[config.mk]
export PLATFORM = sky130hd
export DESIGN_NAME = utf8_byte_sanitizer_top
export DESIGN_NICKNAME = d
export VERILOG_FILES = /design/src/u8s_pkg.sv /design/src/u8s_front.sv /design/src/u8s_queue.sv /design/src/u8s_back.sv /design/src/utf8_byte_sanitizer_top.sv
export SDC_FILE = /design/constraint.sdc
export NUM_CORES = 1
export LEC_CHECK = 0
export BUFFER_PORTS_ARGS = -buffer_cell sky130_fd_sc_hd__buf_2
export CAP_MARGIN = 20
export CORE_AREA = 2 2 133 135
export DETAILED_ROUTE_END_ITERATION = 16
export DIE_AREA = 0 0 135 137
export HOLD_SLACK_MARGIN = 0.15
export PLACE_DENSITY_LB_ADDON = 0.1
export SYNTH_ARGS = -nofsm -noshare
export SYNTH_HDL_FRONTEND = slang
export SYNTH_SLANG_ARGS = --single-unit
[constraint.sdc]
create_clock -name clk -period 5.2 [get_ports clk]
set_input_delay 0.78 -clock clk [delete_from_list [all_inputs] [get_ports clk]]
set_output_delay 0.78 -clock clk [all_outputs]
set_load 0.05 [all_outputs]
[src/u8s_pkg.sv]
// ----------------------------------------------------------------------------
// u8s_pkg
// types and constants shared by the utf-8 byte sanitizer
// ----------------------------------------------------------------------------
package u8s_pkg;

	localparam int unsigned QUEUE_DEPTH = 4;
	localparam int unsigned MAX_SEQ     = 4;
	localparam int unsigned HELD_DEPTH  = MAX_SEQ - 1;

	localparam logic [7:0] CONT_MASK  = 8'hC0;
	localparam logic [7:0] CONT_CODE  = 8'h80;
	localparam logic [7:0] ASCII_MASK = 8'h80;
	localparam logic [7:0] LEAD2_MASK = 8'hE0;
	localparam logic [7:0] LEAD2_CODE = 8'hC0;
	localparam logic [7:0] LEAD3_MASK = 8'hF0;
	localparam logic [7:0] LEAD3_CODE = 8'hE0;
	localparam logic [7:0] LEAD4_MASK = 8'hF8;
	localparam logic [7:0] LEAD4_CODE = 8'hF0;

	localparam logic [2:0] LEN_NONE = 3'd0;
	localparam logic [2:0] LEN_1    = 3'd1;
	localparam logic [2:0] LEN_2    = 3'd2;
	localparam logic [2:0] LEN_3    = 3'd3;
	localparam logic [2:0] LEN_4    = 3'd4;

	typedef struct packed {
		logic [7:0] data_byte;
		logic       last_byte;
	} in_word_t;

	typedef struct packed {
		logic [7:0] out_byte;
		logic       has_byte;
		logic       end_of_string;
	} out_word_t;

	typedef struct packed {
		logic [MAX_SEQ-1:0][7:0] bytes;
		logic [2:0]              count;
		logic                    eos;
	} grp_t;

	function automatic logic [2:0] lead_length(input logic [7:0] b);
		logic [2:0] len;
		len = LEN_NONE;
		priority if ((b & ASCII_MASK) == 8'h00) len = LEN_1;
		else if ((b & LEAD2_MASK) == LEAD2_CODE) len = LEN_2;
		else if ((b & LEAD3_MASK) == LEAD3_CODE) len = LEN_3;
		else if ((b & LEAD4_MASK) == LEAD4_CODE) len = LEN_4;
		else len = LEN_NONE;
		return len;
	endfunction

endpackage

[src/u8s_front.sv]
// ----------------------------------------------------------------------------
// u8s_front
// takes input words, tracks the open sequence, emits whole groups
// ----------------------------------------------------------------------------
module u8s_front (
	input  logic              clk,
	input  logic              arst_n,
	input  logic              push,
	input  u8s_pkg::in_word_t item,
	output logic              full,
	input  logic              q_full,
	output logic              grp_valid,
	output u8s_pkg::grp_t     grp
);
	import u8s_pkg::*;

	logic [7:0] held_q [HELD_DEPTH];
	logic [7:0] held_d [HELD_DEPTH];
	logic [1:0] cnt_q, cnt_d;
	logic [2:0] need_q, need_d;
	logic [2:0] len;
	logic       is_cont;
	logic       fresh;
	logic       take;

	assign full = q_full;
	assign take = push && !q_full;

	always_comb begin
		len     = lead_length(item.data_byte);
		is_cont = (item.data_byte & CONT_MASK) == CONT_CODE;
		fresh   = 1'b1;
		held_d  = held_q;
		cnt_d   = cnt_q;
		need_d  = need_q;
		grp.bytes = '0;
		grp.count = LEN_NONE;
		grp.eos   = item.last_byte;
		if (need_q != LEN_NONE) begin
			if (is_cont) begin
				fresh = 1'b0;
				if (({1'b0, cnt_q} + 3'd1) >= need_q) begin
					for (int i = 0; i < HELD_DEPTH; i++) begin
						grp.bytes[i] = held_q[i];
					end
					grp.bytes[cnt_q] = item.data_byte;
					grp.count = {1'b0, cnt_q} + 3'd1;
					cnt_d  = 2'd0;
					need_d = LEN_NONE;
				end else begin
					held_d[cnt_q] = item.data_byte;
					cnt_d = cnt_q + 2'd1;
				end
			end else begin
				cnt_d  = 2'd0;
				need_d = LEN_NONE;
			end
		end
		if (fresh) begin
			if (len == LEN_1) begin
				grp.bytes[0] = item.data_byte;
				grp.count = LEN_1;
			end else if (len != LEN_NONE) begin
				held_d[0] = item.data_byte;
				cnt_d  = 2'd1;
				need_d = len;
			end
		end
		if (item.last_byte) begin
			cnt_d  = 2'd0;
			need_d = LEN_NONE;
		end
	end

	assign grp_valid = take && ((grp.count != LEN_NONE) || item.last_byte);

	always_ff @(posedge clk or negedge arst_n) begin
		if (!arst_n) begin
			cnt_q  <= 2'd0;
			need_q <= LEN_NONE;
		end else if (take) begin
			cnt_q  <= cnt_d;
			need_q <= need_d;
		end
	end

	always_ff @(posedge clk) begin
		if (take) begin
			held_q <= held_d;
		end
	end

endmodule

[src/u8s_queue.sv]
// ----------------------------------------------------------------------------
// u8s_queue
// short group queue between front and back, first word shown ahead
// ----------------------------------------------------------------------------
module u8s_queue #(
	parameter int unsigned DEPTH = u8s_pkg::QUEUE_DEPTH
) (
	input  logic          clk,
	input  logic          arst_n,
	input  logic          wr_en,
	input  u8s_pkg::grp_t wr_data,
	output logic          full,
	input  logic          rd_en,
	output u8s_pkg::grp_t rd_data,
	output logic          empty
);
	import u8s_pkg::*;

	localparam int unsigned PTR_W = $clog2(DEPTH);
	localparam int unsigned CNT_W = $clog2(DEPTH + 1);
	localparam logic [PTR_W-1:0] PTR_LAST = PTR_W'(DEPTH - 1);
	localparam logic [CNT_W-1:0] CNT_FULL = CNT_W'(DEPTH);

	grp_t             mem_q [DEPTH];
	logic [PTR_W-1:0] wr_ptr_q, rd_ptr_q;
	logic [CNT_W-1:0] cnt_q;
	logic             do_wr, do_rd;

	assign full    = cnt_q == CNT_FULL;
	assign empty   = cnt_q == '0;
	assign do_wr   = wr_en && !full;
	assign do_rd   = rd_en && !empty;
	assign rd_data = mem_q[rd_ptr_q];

	always_ff @(posedge clk or negedge arst_n) begin
		if (!arst_n) begin
			wr_ptr_q <= '0;
			rd_ptr_q <= '0;
			cnt_q    <= '0;
		end else begin
			if (do_wr) begin
				wr_ptr_q <= (wr_ptr_q == PTR_LAST) ? '0 : wr_ptr_q + 1'b1;
			end
			if (do_rd) begin
				rd_ptr_q <= (rd_ptr_q == PTR_LAST) ? '0 : rd_ptr_q + 1'b1;
			end
			if (do_wr && !do_rd) begin
				cnt_q <= cnt_q + 1'b1;
			end else if (do_rd && !do_wr) begin
				cnt_q <= cnt_q - 1'b1;
			end
		end
	end

	always_ff @(posedge clk) begin
		if (do_wr) begin
			mem_q[wr_ptr_q] <= wr_data;
		end
	end

endmodule

[src/u8s_back.sv]
// ----------------------------------------------------------------------------
// u8s_back
// splits queued groups into result words behind an output register
// ----------------------------------------------------------------------------
module u8s_back (
	input  logic               clk,
	input  logic               arst_n,
	input  u8s_pkg::grp_t      head,
	input  logic               q_empty,
	output logic               q_rd,
	output logic [1:0]         idx,
	output logic               empty,
	input  logic               pop,
	output u8s_pkg::out_word_t result
);
	import u8s_pkg::*;

	logic [1:0] idx_q;
	logic       out_valid_q;
	out_word_t  out_q;
	logic       load;
	logic       grp_last;
	out_word_t  word_d;

	assign load     = !out_valid_q || pop;
	assign grp_last = (head.count == LEN_NONE) || (({1'b0, idx_q} + 3'd1) == head.count);
	assign q_rd     = load && !q_empty && grp_last;

	always_comb begin
		word_d.out_byte      = head.bytes[idx_q];
		word_d.has_byte      = head.count != LEN_NONE;
		word_d.end_of_string = head.eos && grp_last;
	end

	always_ff @(posedge clk or negedge arst_n) begin
		if (!arst_n) begin
			idx_q       <= 2'd0;
			out_valid_q <= 1'b0;
		end else if (load) begin
			out_valid_q <= !q_empty;
			if (!q_empty) begin
				idx_q <= grp_last ? 2'd0 : idx_q + 2'd1;
			end
		end
	end

	always_ff @(posedge clk) begin
		if (load && !q_empty) begin
			out_q <= word_d;
		end
	end

	assign empty  = !out_valid_q;
	assign result = out_q;
	assign idx    = idx_q;

endmodule

[src/utf8_byte_sanitizer_top.sv]
// the group of a taken byte is written into the group queue, then into the back end's output register
// one byte taken per cycle while full is low; the back end sends one word per cycle while pop is high
// a group of n valid bytes leaves as n result words, the group queue absorbs bursts
// full follows the group queue, which holds QUEUE_DEPTH groups
// reset clears the open sequence, queue pointers and output valid at once
// ----------------------------------------------------------------------------
// utf8_byte_sanitizer_top
// filters a byte stream down to well-formed utf-8 sequences
// ----------------------------------------------------------------------------
module utf8_byte_sanitizer_top #(
	parameter int unsigned QUEUE_DEPTH = u8s_pkg::QUEUE_DEPTH
) (
	input  logic               clk,
	input  logic               arst_n,
	input  logic               push,
	output logic               full,
	input  u8s_pkg::in_word_t  item,
	output logic               empty,
	input  logic               pop,
	output u8s_pkg::out_word_t result
);
	import u8s_pkg::*;

	grp_t       grp;
	grp_t       head;
	logic       grp_valid;
	logic       q_full;
	logic       q_empty;
	logic       q_rd;
	logic [1:0] idx;

	u8s_front u_front (
		.clk       (clk),
		.arst_n    (arst_n),
		.push      (push),
		.item      (item),
		.full      (full),
		.q_full    (q_full),
		.grp_valid (grp_valid),
		.grp       (grp)
	);

	u8s_queue #(
		.DEPTH (QUEUE_DEPTH)
	) u_queue (
		.clk     (clk),
		.arst_n  (arst_n),
		.wr_en   (grp_valid),
		.wr_data (grp),
		.full    (q_full),
		.rd_en   (q_rd),
		.rd_data (head),
		.empty   (q_empty)
	);

	u8s_back u_back (
		.clk     (clk),
		.arst_n  (arst_n),
		.head    (head),
		.q_empty (q_empty),
		.q_rd    (q_rd),
		.idx     (idx),
		.empty   (empty),
		.pop     (pop),
		.result  (result)
	);

	a_no_write_when_full: assert property (@(posedge clk) disable iff (!arst_n)
		grp_valid |-> !q_full)
		else $error("group written into a full queue");

	a_idx_in_group: assert property (@(posedge clk) disable iff (!arst_n)
		(!q_empty && head.count != LEN_NONE) |-> ({1'b0, idx} < head.count))
		else $error("word index beyond group length");

	a_idx_zero_on_marker: assert property (@(posedge clk) disable iff (!arst_n)
		(!q_empty && head.count == LEN_NONE) |-> (idx == 2'd0))
		else $error("end marker group entered mid group");

	a_marker_is_end: assert property (@(posedge clk) disable iff (!arst_n)
		!empty |-> (result.has_byte || result.end_of_string))
		else $error("empty word without end marker");

endmodule

-- After elaboration in Yosys (flattened, before gate mapping)
Memories as Yosys holds them, arrays and structs flattened.
Index checks and enable logic that the tools add are counted.
- add/subtract/negate cells: 8
- multipliers: 0
- divide/modulo/power cells: 0
- order comparisons: 6
- eq/ne operators: 9
- shift-type cells: 0
- mux-type cells: 46
- bitwise gates (word level): 3
- reductions and logical operators: 29
- operators with widths (operator ; number):
    $mux W35 ; 3
    $mux W24 ; 3
    $mux W8 ; 6
    $mux W3 ; 13
    $bwmux W32 ; 1
    $demux W8 S2 ; 2
    $bwmux W24 ; 1
    $mux W11 ; 2
    $mux W2 ; 10
    $bmux W8 S2 ; 1
    $reduce_bool A3 Y1 ; 4
    $logic_and A1 B1 Y1 ; 11
    $add A2 B1 Y2 const B ; 4
    $logic_not A8 Y1 ; 1
    $add A2 B1 Y3 const B ; 2
    $eq A2 B2 Y1 const B ; 3
    $eq A3 B3 Y1 const B ; 2
    $logic_not A3 Y1 ; 2
    $lt A2 B3 Y1 const B ; 2
    $eq A5 B5 Y1 const B ; 1
    $logic_not A1 Y1 ; 5
    $eq A4 B4 Y1 const B ; 1
    $mux W1 ; 4
    $reduce_and A4 Y1 ; 1
    13 further kinds ; 16
- register bits after elaboration: 49
- latch bits: 0
- RAM bits: 144
- ROM bits: 0
- input port bits: 13
- output and inout port bits: 12
- logic and storage cells: 115
- memories: 1
- memories (name ; words ; width ; read ports ; clocked after memory_dff ; wr ports ; line ; source):
    u_queue.mem_q ; 4 ; 36 ; 1 ; 0 ; 1 ; u8s_queue.sv:24 ; grp_t mem_q [DEPTH];

-- Depth between registers and ports, before layout
- depth in word-level cells: 18
- depth in mapped cells: 13
- mapped depth without buffers: 13

-- Cells and area by module
From an unflattened synthesis, not the netlist that was laid out.
- cell total of the unflattened synthesis: 431
- area total of the unflattened synthesis: 8226.6 µm²
- by module, submodules not included (module ; instances ; cells each ; area each (µm²) ; sequential area each (µm²)):
    u8s_queue ; 1 ; 225 ; 5652.9 ; 4499.3
    u8s_front ; 1 ; 156 ; 1823.0 ; 845.8
    u8s_back ; 1 ; 50 ; 750.7 ; 375.4

-- Worst setup path before layout
No wires, ideal clock.
- path type: flip-flop to flip-flop
- start point: reg u_queue.cnt_q[0]
- end point: reg u_queue.cnt_q[1]
- setup time: 0.125 ns
- arrival: 3.139 ns
- required time: 5.075 ns
- setup slack: 1.936 ns
- stages on the path, launching flop included: 9
- buffers on the path: 1
- clock period less this slack: 3.264 ns
- cell sequence: dfrtp_1 > nor3b_1 > nand2b_1 > clkbuf_1 > nor2_1 > ha_1 > inv_1 > fa_1 > mux2_2
- cells in the longest elaborated chain, start to end: 8
- elaborated cells on any way between the ends: 19
- classes of those cells: 2 x add/sub; 1 x eq/ne; 2 x mux; 14 x reduce/logical
- ends and longest elaborated chain (element ; line ; source):
    from (decl) ; u8s_queue.sv:26 ; logic [CNT_W-1:0] cnt_q;
    from (signal assigned) ; u8s_queue.sv:48 ; cnt_q <= cnt_q + 1'b1;
    from (signal assigned) ; u8s_queue.sv:50 ; cnt_q <= cnt_q - 1'b1;
    $eq A3 B3 Y1 * ; u8s_queue.sv:29 ; assign full = cnt_q == CNT_FULL;
    named net full ; utf8_byte_sanitizer_top.sv:16 ; output logic full,
    $logic_not A1 Y1 * ; u8s_front.sv:27, u8s_queue.sv:31 ;
    $logic_and A1 B1 Y1 ; u8s_front.sv:27 ; assign take = push && !q_full;
    $logic_and A1 B1 Y1 ; u8s_front.sv:75 ; assign grp_valid = take && ((grp.count != LEN_NONE) || item.last_byte);
    $logic_and A1 B1 Y1 * ; u8s_queue.sv:31 ; assign do_wr = wr_en && !full;
    named net u_queue.do_wr ; u8s_queue.sv:27 ; logic do_wr, do_rd;
    $logic_not A1 Y1 ; u8s_queue.sv:49 ; end else if (do_rd && !do_wr) begin
    $logic_and A1 B1 Y1 ; u8s_queue.sv:49 ;
    $reduce_bool A2 Y1 (no line) ; -- ;
The timed path passes the listed nets; every way through them passes the cells marked *. The select of a mux whose other input is x is not followed.
A chain may end at the register's enable or synchronous reset.

-- Worst setup path after layout
- start point: reg u_front.cnt_q[0]
- end point: mem u_queue.mem_q[1][33] (netlist name) (enable)
- cells in the longest elaborated chain, start to end: 13
- ends and longest elaborated chain (element ; line ; source):
    from (decl) ; u8s_front.sv:19 ; logic [1:0] cnt_q, cnt_d;
    from (signal assigned) ; u8s_front.sv:82 ; cnt_q <= cnt_d;
    $add A2 B1 Y3 * ; u8s_front.sv:42, u8s_front.sv:47 ;
    $ge A3 B3 Y1 ; u8s_front.sv:42 ; if (({1'b0, cnt_q} + 3'd1) >= need_q) begin
    $mux W35 * ; u8s_front.sv:42 ;
    $mux W35 * ; u8s_front.sv:40 ; if (is_cont) begin
    $mux W35 * ; u8s_front.sv:39 ; if (need_q != LEN_NONE) begin
    $mux W11 ; u8s_front.sv:60 ; if (len == LEN_1) begin
    $mux W11 * ; u8s_front.sv:59 ; if (fresh) begin
    $reduce_bool A3 Y1 * ; u8s_front.sv:75 ;
    $logic_or A1 B1 Y1 * ; u8s_front.sv:75 ;
    $logic_and A1 B1 Y1 * ; u8s_front.sv:75 ;
    $logic_and A1 B1 Y1 * ; u8s_queue.sv:31 ;
    named net u_queue.do_wr ; u8s_queue.sv:27 ;
    $mux W1 * ; u8s_queue.sv:56 ; if (do_wr) begin
    $mux W1 (implied by the code) * ; u8s_queue.sv:57 ; mem_q[wr_ptr_q] <= wr_data;
    to (decl) ; u8s_queue.sv:24 ;
The timed path passes the listed nets; every way through them passes the cells marked *.

==> impl_metrics.xml <==
<?xml version="1.0" encoding="UTF-8"?>
<metrics>
  <group name="floorplanning">
    <metric name="fp.dieH" unit="µm">137</metric>
    <metric name="placement_rows" unit="">48</metric>
    <metric name="core_area" unit="µm²">17060</metric>
    <metric name="fp.dieW" unit="µm">135</metric>
    <metric name="floorplan.initialDensity" unit="%">47.31</metric>
    <metric name="io_pins" unit="">25</metric>
    <metric name="die_area" unit="µm²">18500</metric>
  </group>
  <group name="clock_network">
    <metric name="clock_tree_root" unit="">clkbuf_16</metric>
    <metric name="clk_latency" unit="ns">0.42</metric>
    <metric name="cts-buffers-inserted" unit="">17</metric>
    <metric name="clock_pin_transition_on_the_worst_setup_and_hold_timing_paths" unit="ns">0.07</metric>
    <metric name="cts_hold_repair.buffers" unit="">0</metric>
    <metric name="post_cts.repair.setup_buffers" unit="">0</metric>
    <metric name="tritoncts_clock_tree" unit="">done</metric>
    <metric name="numClockSinks" unit="">193</metric>
    <metric name="cts.htree.levels" unit="">4</metric>
    <metric name="cts_max_path_buffers" unit="">2</metric>
    <metric name="postCtsResizedCells" unit="">0</metric>
  </group>
  <group name="synthesis">
    <metric name="synthArstFlopShare" unit="%">7.772</metric>
    <metric name="synth_warnings" unit="">0</metric>
    <metric name="synth_cell_types" unit="">47</metric>
    <metric name="dominantRegCellSynth" unit="">edfxtp_1</metric>
    <metric name="syn_area_per_cell" unit="µm²">18.81</metric>
    <metric name="synth_seq_area_share" unit="%">70.89</metric>
    <metric name="synth_enable_flop_cells" unit="">178</metric>
    <metric name="postSynthRegisterBits" unit="">193</metric>
    <metric name="netlist_area" unit="µm²">8069</metric>
    <metric name="post_synth_inst_count" unit="">429</metric>
  </group>
  <group name="grt">
    <metric name="grt_first_pass_wirelength" unit="mm">23.14</metric>
    <metric name="grt_antenna_before_repair" unit="">0</metric>
    <metric name="maximum_number_of_pins_on_one_net_before_global_route_repair" unit="">37</metric>
    <metric name="total_global_routing_overflow" unit="">0</metric>
    <metric name="grt_pass1_vias" unit="">3963</metric>
    <metric name="global_route.usage.total" unit="%">17.46</metric>
  </group>
  <group name="timing">
    <metric name="setup_slack_after_layout" unit="ns">1.589</metric>
    <metric name="timing.max_slew.rel_slack" unit="%">31.29</metric>
    <metric name="fin_tns_setup" unit="ns">0</metric>
    <metric name="tightest_slew" unit="ns">1.025</metric>
    <metric name="fin_skew" unit="ns">0.008098</metric>
    <metric name="timing.final.hold_violations" unit="">0</metric>
    <metric name="timing_max_transition_violations_final" unit="">0</metric>
    <metric name="layout_worst_path_cycle_share" unit="%">69.44</metric>
    <metric name="post-route-min-period" unit="ns">3.611</metric>
    <metric name="finalHoldWorstSlack" unit="ns">0.2535</metric>
    <metric name="rsz0062_at_grt" unit="">false</metric>
    <metric name="setup-violations-final" unit="">0</metric>
    <metric name="achievable-frequency" unit="GHz">0.2770</metric>
  </group>
  <group name="worst_setup_path">
    <metric name="timing.critical_path.to_type" unit="">flop</metric>
    <metric name="critical_path.n_buffers_inverters" unit="">1</metric>
    <metric name="r2r_start" unit="">u_front.cnt_q[0]</metric>
    <metric name="cpLargestDelayFamily" unit="">simple AND/OR/NAND/NOR gates</metric>
    <metric name="arrival" unit="ns">3.65</metric>
    <metric name="slowest_delay" unit="ns">0.89</metric>
    <metric name="timing.critical_path.required" unit="ns">5.24</metric>
    <metric name="slowest_stage_cell_on_the_critical_path" unit="">and2_2</metric>
    <metric name="timing.critical_path.fanout_max" unit="">36</metric>
    <metric name="path_class" unit="">flop to flop</metric>
    <metric name="cp-start-kind" unit="">flop</metric>
    <metric name="path_cells" unit="">inv_1, ha_1, ha_1, a21o_1, a21o_1, a21oi_1, nor2_1, and2_2</metric>
    <metric name="crit_start" unit="">u_front.cnt_q[0]</metric>
  </group>
  <group name="routing">
    <metric name="via_count" unit="">3894</metric>
    <metric name="avgViaCountPerCell" unit="">5.571</metric>
    <metric name="wirelength" unit="mm">14.98</metric>
    <metric name="drtIter0Drc" unit="">240</metric>
    <metric name="post_detailed_route_count_of_antenna_violating_nets" unit="">0</metric>
    <metric name="detail_route.first_pass.iterations" unit="">4</metric>
    <metric name="drt_drc_violations_left" unit="">0</metric>
    <metric name="detail_route.wl_per_cell" unit="µm">21.42</metric>
  </group>
  <group name="final_layout">
    <metric name="diodes_inserted" unit="">0</metric>
    <metric name="nNetsFinal" unit="">489</metric>
    <metric name="area_growth_syn_to_layout" unit="%">11.86</metric>
    <metric name="finalCoreUtilization" unit="%">52.92</metric>
    <metric name="layout-drive-gt1-share" unit="%">29.32</metric>
  </group>
  <group name="run_status">
    <metric name="run_status" unit="">completed</metric>
  </group>
  <group name="placement">
    <metric name="placement.io_buffers" unit="">24</metric>
    <metric name="detailed_place_hpwl" unit="mm">9.520</metric>
    <metric name="gp_weighted_congestion" unit="">0.7330</metric>
    <metric name="dp_slack" unit="ns">1.604</metric>
  </group>
  <group name="pwr">
    <metric name="finalPower" unit="mW">4.876</metric>
    <metric name="peakVddDrop" unit="mV">0.3062</metric>
    <metric name="power_density_normalized_to_cell_area" unit="nW/µm²">540.2</metric>
    <metric name="leakage" unit="nW">3.103</metric>
  </group>
  <group name="run">
    <metric name="max_cap_violations" unit="">0</metric>
  </group>
  <group name="hold_path">
    <metric name="holdCritPathClass" unit="">primary input to asynchronous set/reset pin</metric>
  </group>
</metrics>
-- stage by stage --
step | instance area [µm²] | instances
after floorplan | 8080 | 432
after global placement | 8444 | 667
final | 9026 | 699
after CTS | 9026 | 699
after detailed placement | 8444 | 667
after global routing | 9026 | 699
-- flip-flops by register name, summed over array words and instances (netlist names) --
| register | flops |
|---|---|
| u_queue.mem_q | 144 |
| u_front.cnt_q | 2 |
| u_back.result | 10 |
| u_front.held_q | 24 |
| u_front.need_q | 3 |
| u_back.out_valid_q | 1 |
| u_queue.wr_ptr_q | 2 |
| u_queue.rd_ptr_q | 2 |
| u_back.idx | 2 |
| u_queue.cnt_q | 3 |
-- cell usage after synthesis, drive strengths merged, types with 2 or more instances --
cell type	count	area, µm²
mux4	44	991.0
and3	19	118.9
or3	5	31.28
nor2	12	45.04
clkbuf	13	48.80
nor3	5	25.02
o22ai	2	12.51
xor2	2	17.52
a21oi	7	35.03
mux2	26	300.3
a21o	2	15.01
buf	4	26.27
a211oi	2	15.01
nand3	4	20.02
a22o	9	78.83
edfxtp	178	5345
and2	13	83.83
inv	16	60.05
nand2	9	33.78
nand3b	2	15.01
nand2b	3	18.77
dfrtp	15	375.4
ha	14	175.2
o21ai	5	25.02
-- final cells by class --
type / instances / area, µm²
fill: 1380 / 8030
sequential: 193 / 5722
multi-input combinational: 206 / 2238
clock buffer: 17 / 425.4
tap: 225 / 281.5
clock inverter: 15 / 156.4
timing repair buffer: 27 / 142.6
inverter: 16 / 60.06
-- worst reg2reg max path, delay by kind of cell, from the launching register on --
| kind | cells | cell delay (ns) |
|---|---|---|
| AOI/OAI and AO/OA | 3 | 0.73 |
| adders and majority gates | 2 | 0.64 |
| buffers and inverters | 1 | 0.10 |
| DFF | 1 | 0.46 |
| and+or+nand+nor | 2 | 1.27 |
-- final timing paths --
check                                             to  slack, ns  depth (start not counted)
worst max-delay path            u_queue.mem_q[1][33]       1.59                          8
worst min-delay path                u_queue.cnt_q[0]       0.25                          1
worst max register to register  u_queue.mem_q[1][33]       1.59                          8
worst min register to register      u_queue.cnt_q[2]       0.50                          1
max in group asynchronous        u_queue.rd_ptr_q[0]       4.66                          1
min in group clk                    u_queue.cnt_q[2]       0.50                          1
-- kinds of logic (layout without fill, tap and decap cells) --
| family | Yosys count | in the layout | synth area share, % |
|---|---|---|---|
| compound gates | 34 | 34 | 2.993 |
| mux | 71 | 71 | 16.13 |
| fa+ha+maj | 15 | 15 | 2.419 |
| other cells | 1 | 4 | 0.04647 |
| flops | 193 | 193 | 70.89 |
| buf+inv | 33 | 75 | 1.675 |
| xor+xnor | 3 | 3 | 0.3257 |
| simple gates | 79 | 79 | 5.520 |
-- power by group --
group / leakage, nW / internal, mW / total [mW] / switching (mW)
clock network: 0.276 / 0.713 / 1.28 / 0.568
registers: 1.80 / 2.05 / 2.24 / 0.185
logic: 1.03 / 0.623 / 1.36 / 0.736
total: 3.10 / 3.39 / 4.88 / 1.49
-- cells in the final DEF (no fill, tap or decap), types with 2 or more instances in the layout --
master | synthesis | final
a211oi_1 | 2 | 2
a21o_1 | 2 | 2
a21oi_1 | 7 | 6
a22o_1 | 9 | 9
and2_1 | 12 | 8
and2_2 | 0 | 4
and3_1 | 19 | 19
buf_2 | 3 | 24
buf_4 | 0 | 3
bufinv_16 | 0 | 2
clkbuf_16 | 0 | 17
clkinv_1 | 0 | 2
clkinv_4 | 0 | 2
clkinvlp_4 | 0 | 3
conb_1 | 1 | 4
dfrtp_1 | 15 | 14
edfxtp_1 | 178 | 178
ha_1 | 14 | 14
inv_1 | 15 | 15
inv_6 | 0 | 5
mux2_2 | 24 | 24
mux2_4 | 2 | 2
mux4_2 | 44 | 44
nand2_1 | 9 | 9
nand2b_1 | 3 | 3
nand3_1 | 4 | 4
nand3b_1 | 2 | 2
nor2_1 | 12 | 12
nor3_1 | 5 | 4
o21ai_0 | 4 | 4
o22ai_1 | 2 | 2
or3_1 | 5 | 5
xor2_1 | 2 | 2
-- per-layer routing --
layer / share of wire [%] / vias up / global-route usage [%] / routed length (µm)
met1: 49 / 2033 / 25.78 / 7316
met4: 1.3 / 0 / 6.076 / 201
met5: 0 / - / 0 / 0
li1: - / 1785 / - / -
met2: 47 / 62 / 26.37 / 6984
met3: 3.2 / 14 / 3.259 / 472
Note: power is estimated with default switching activity, not from simulation.
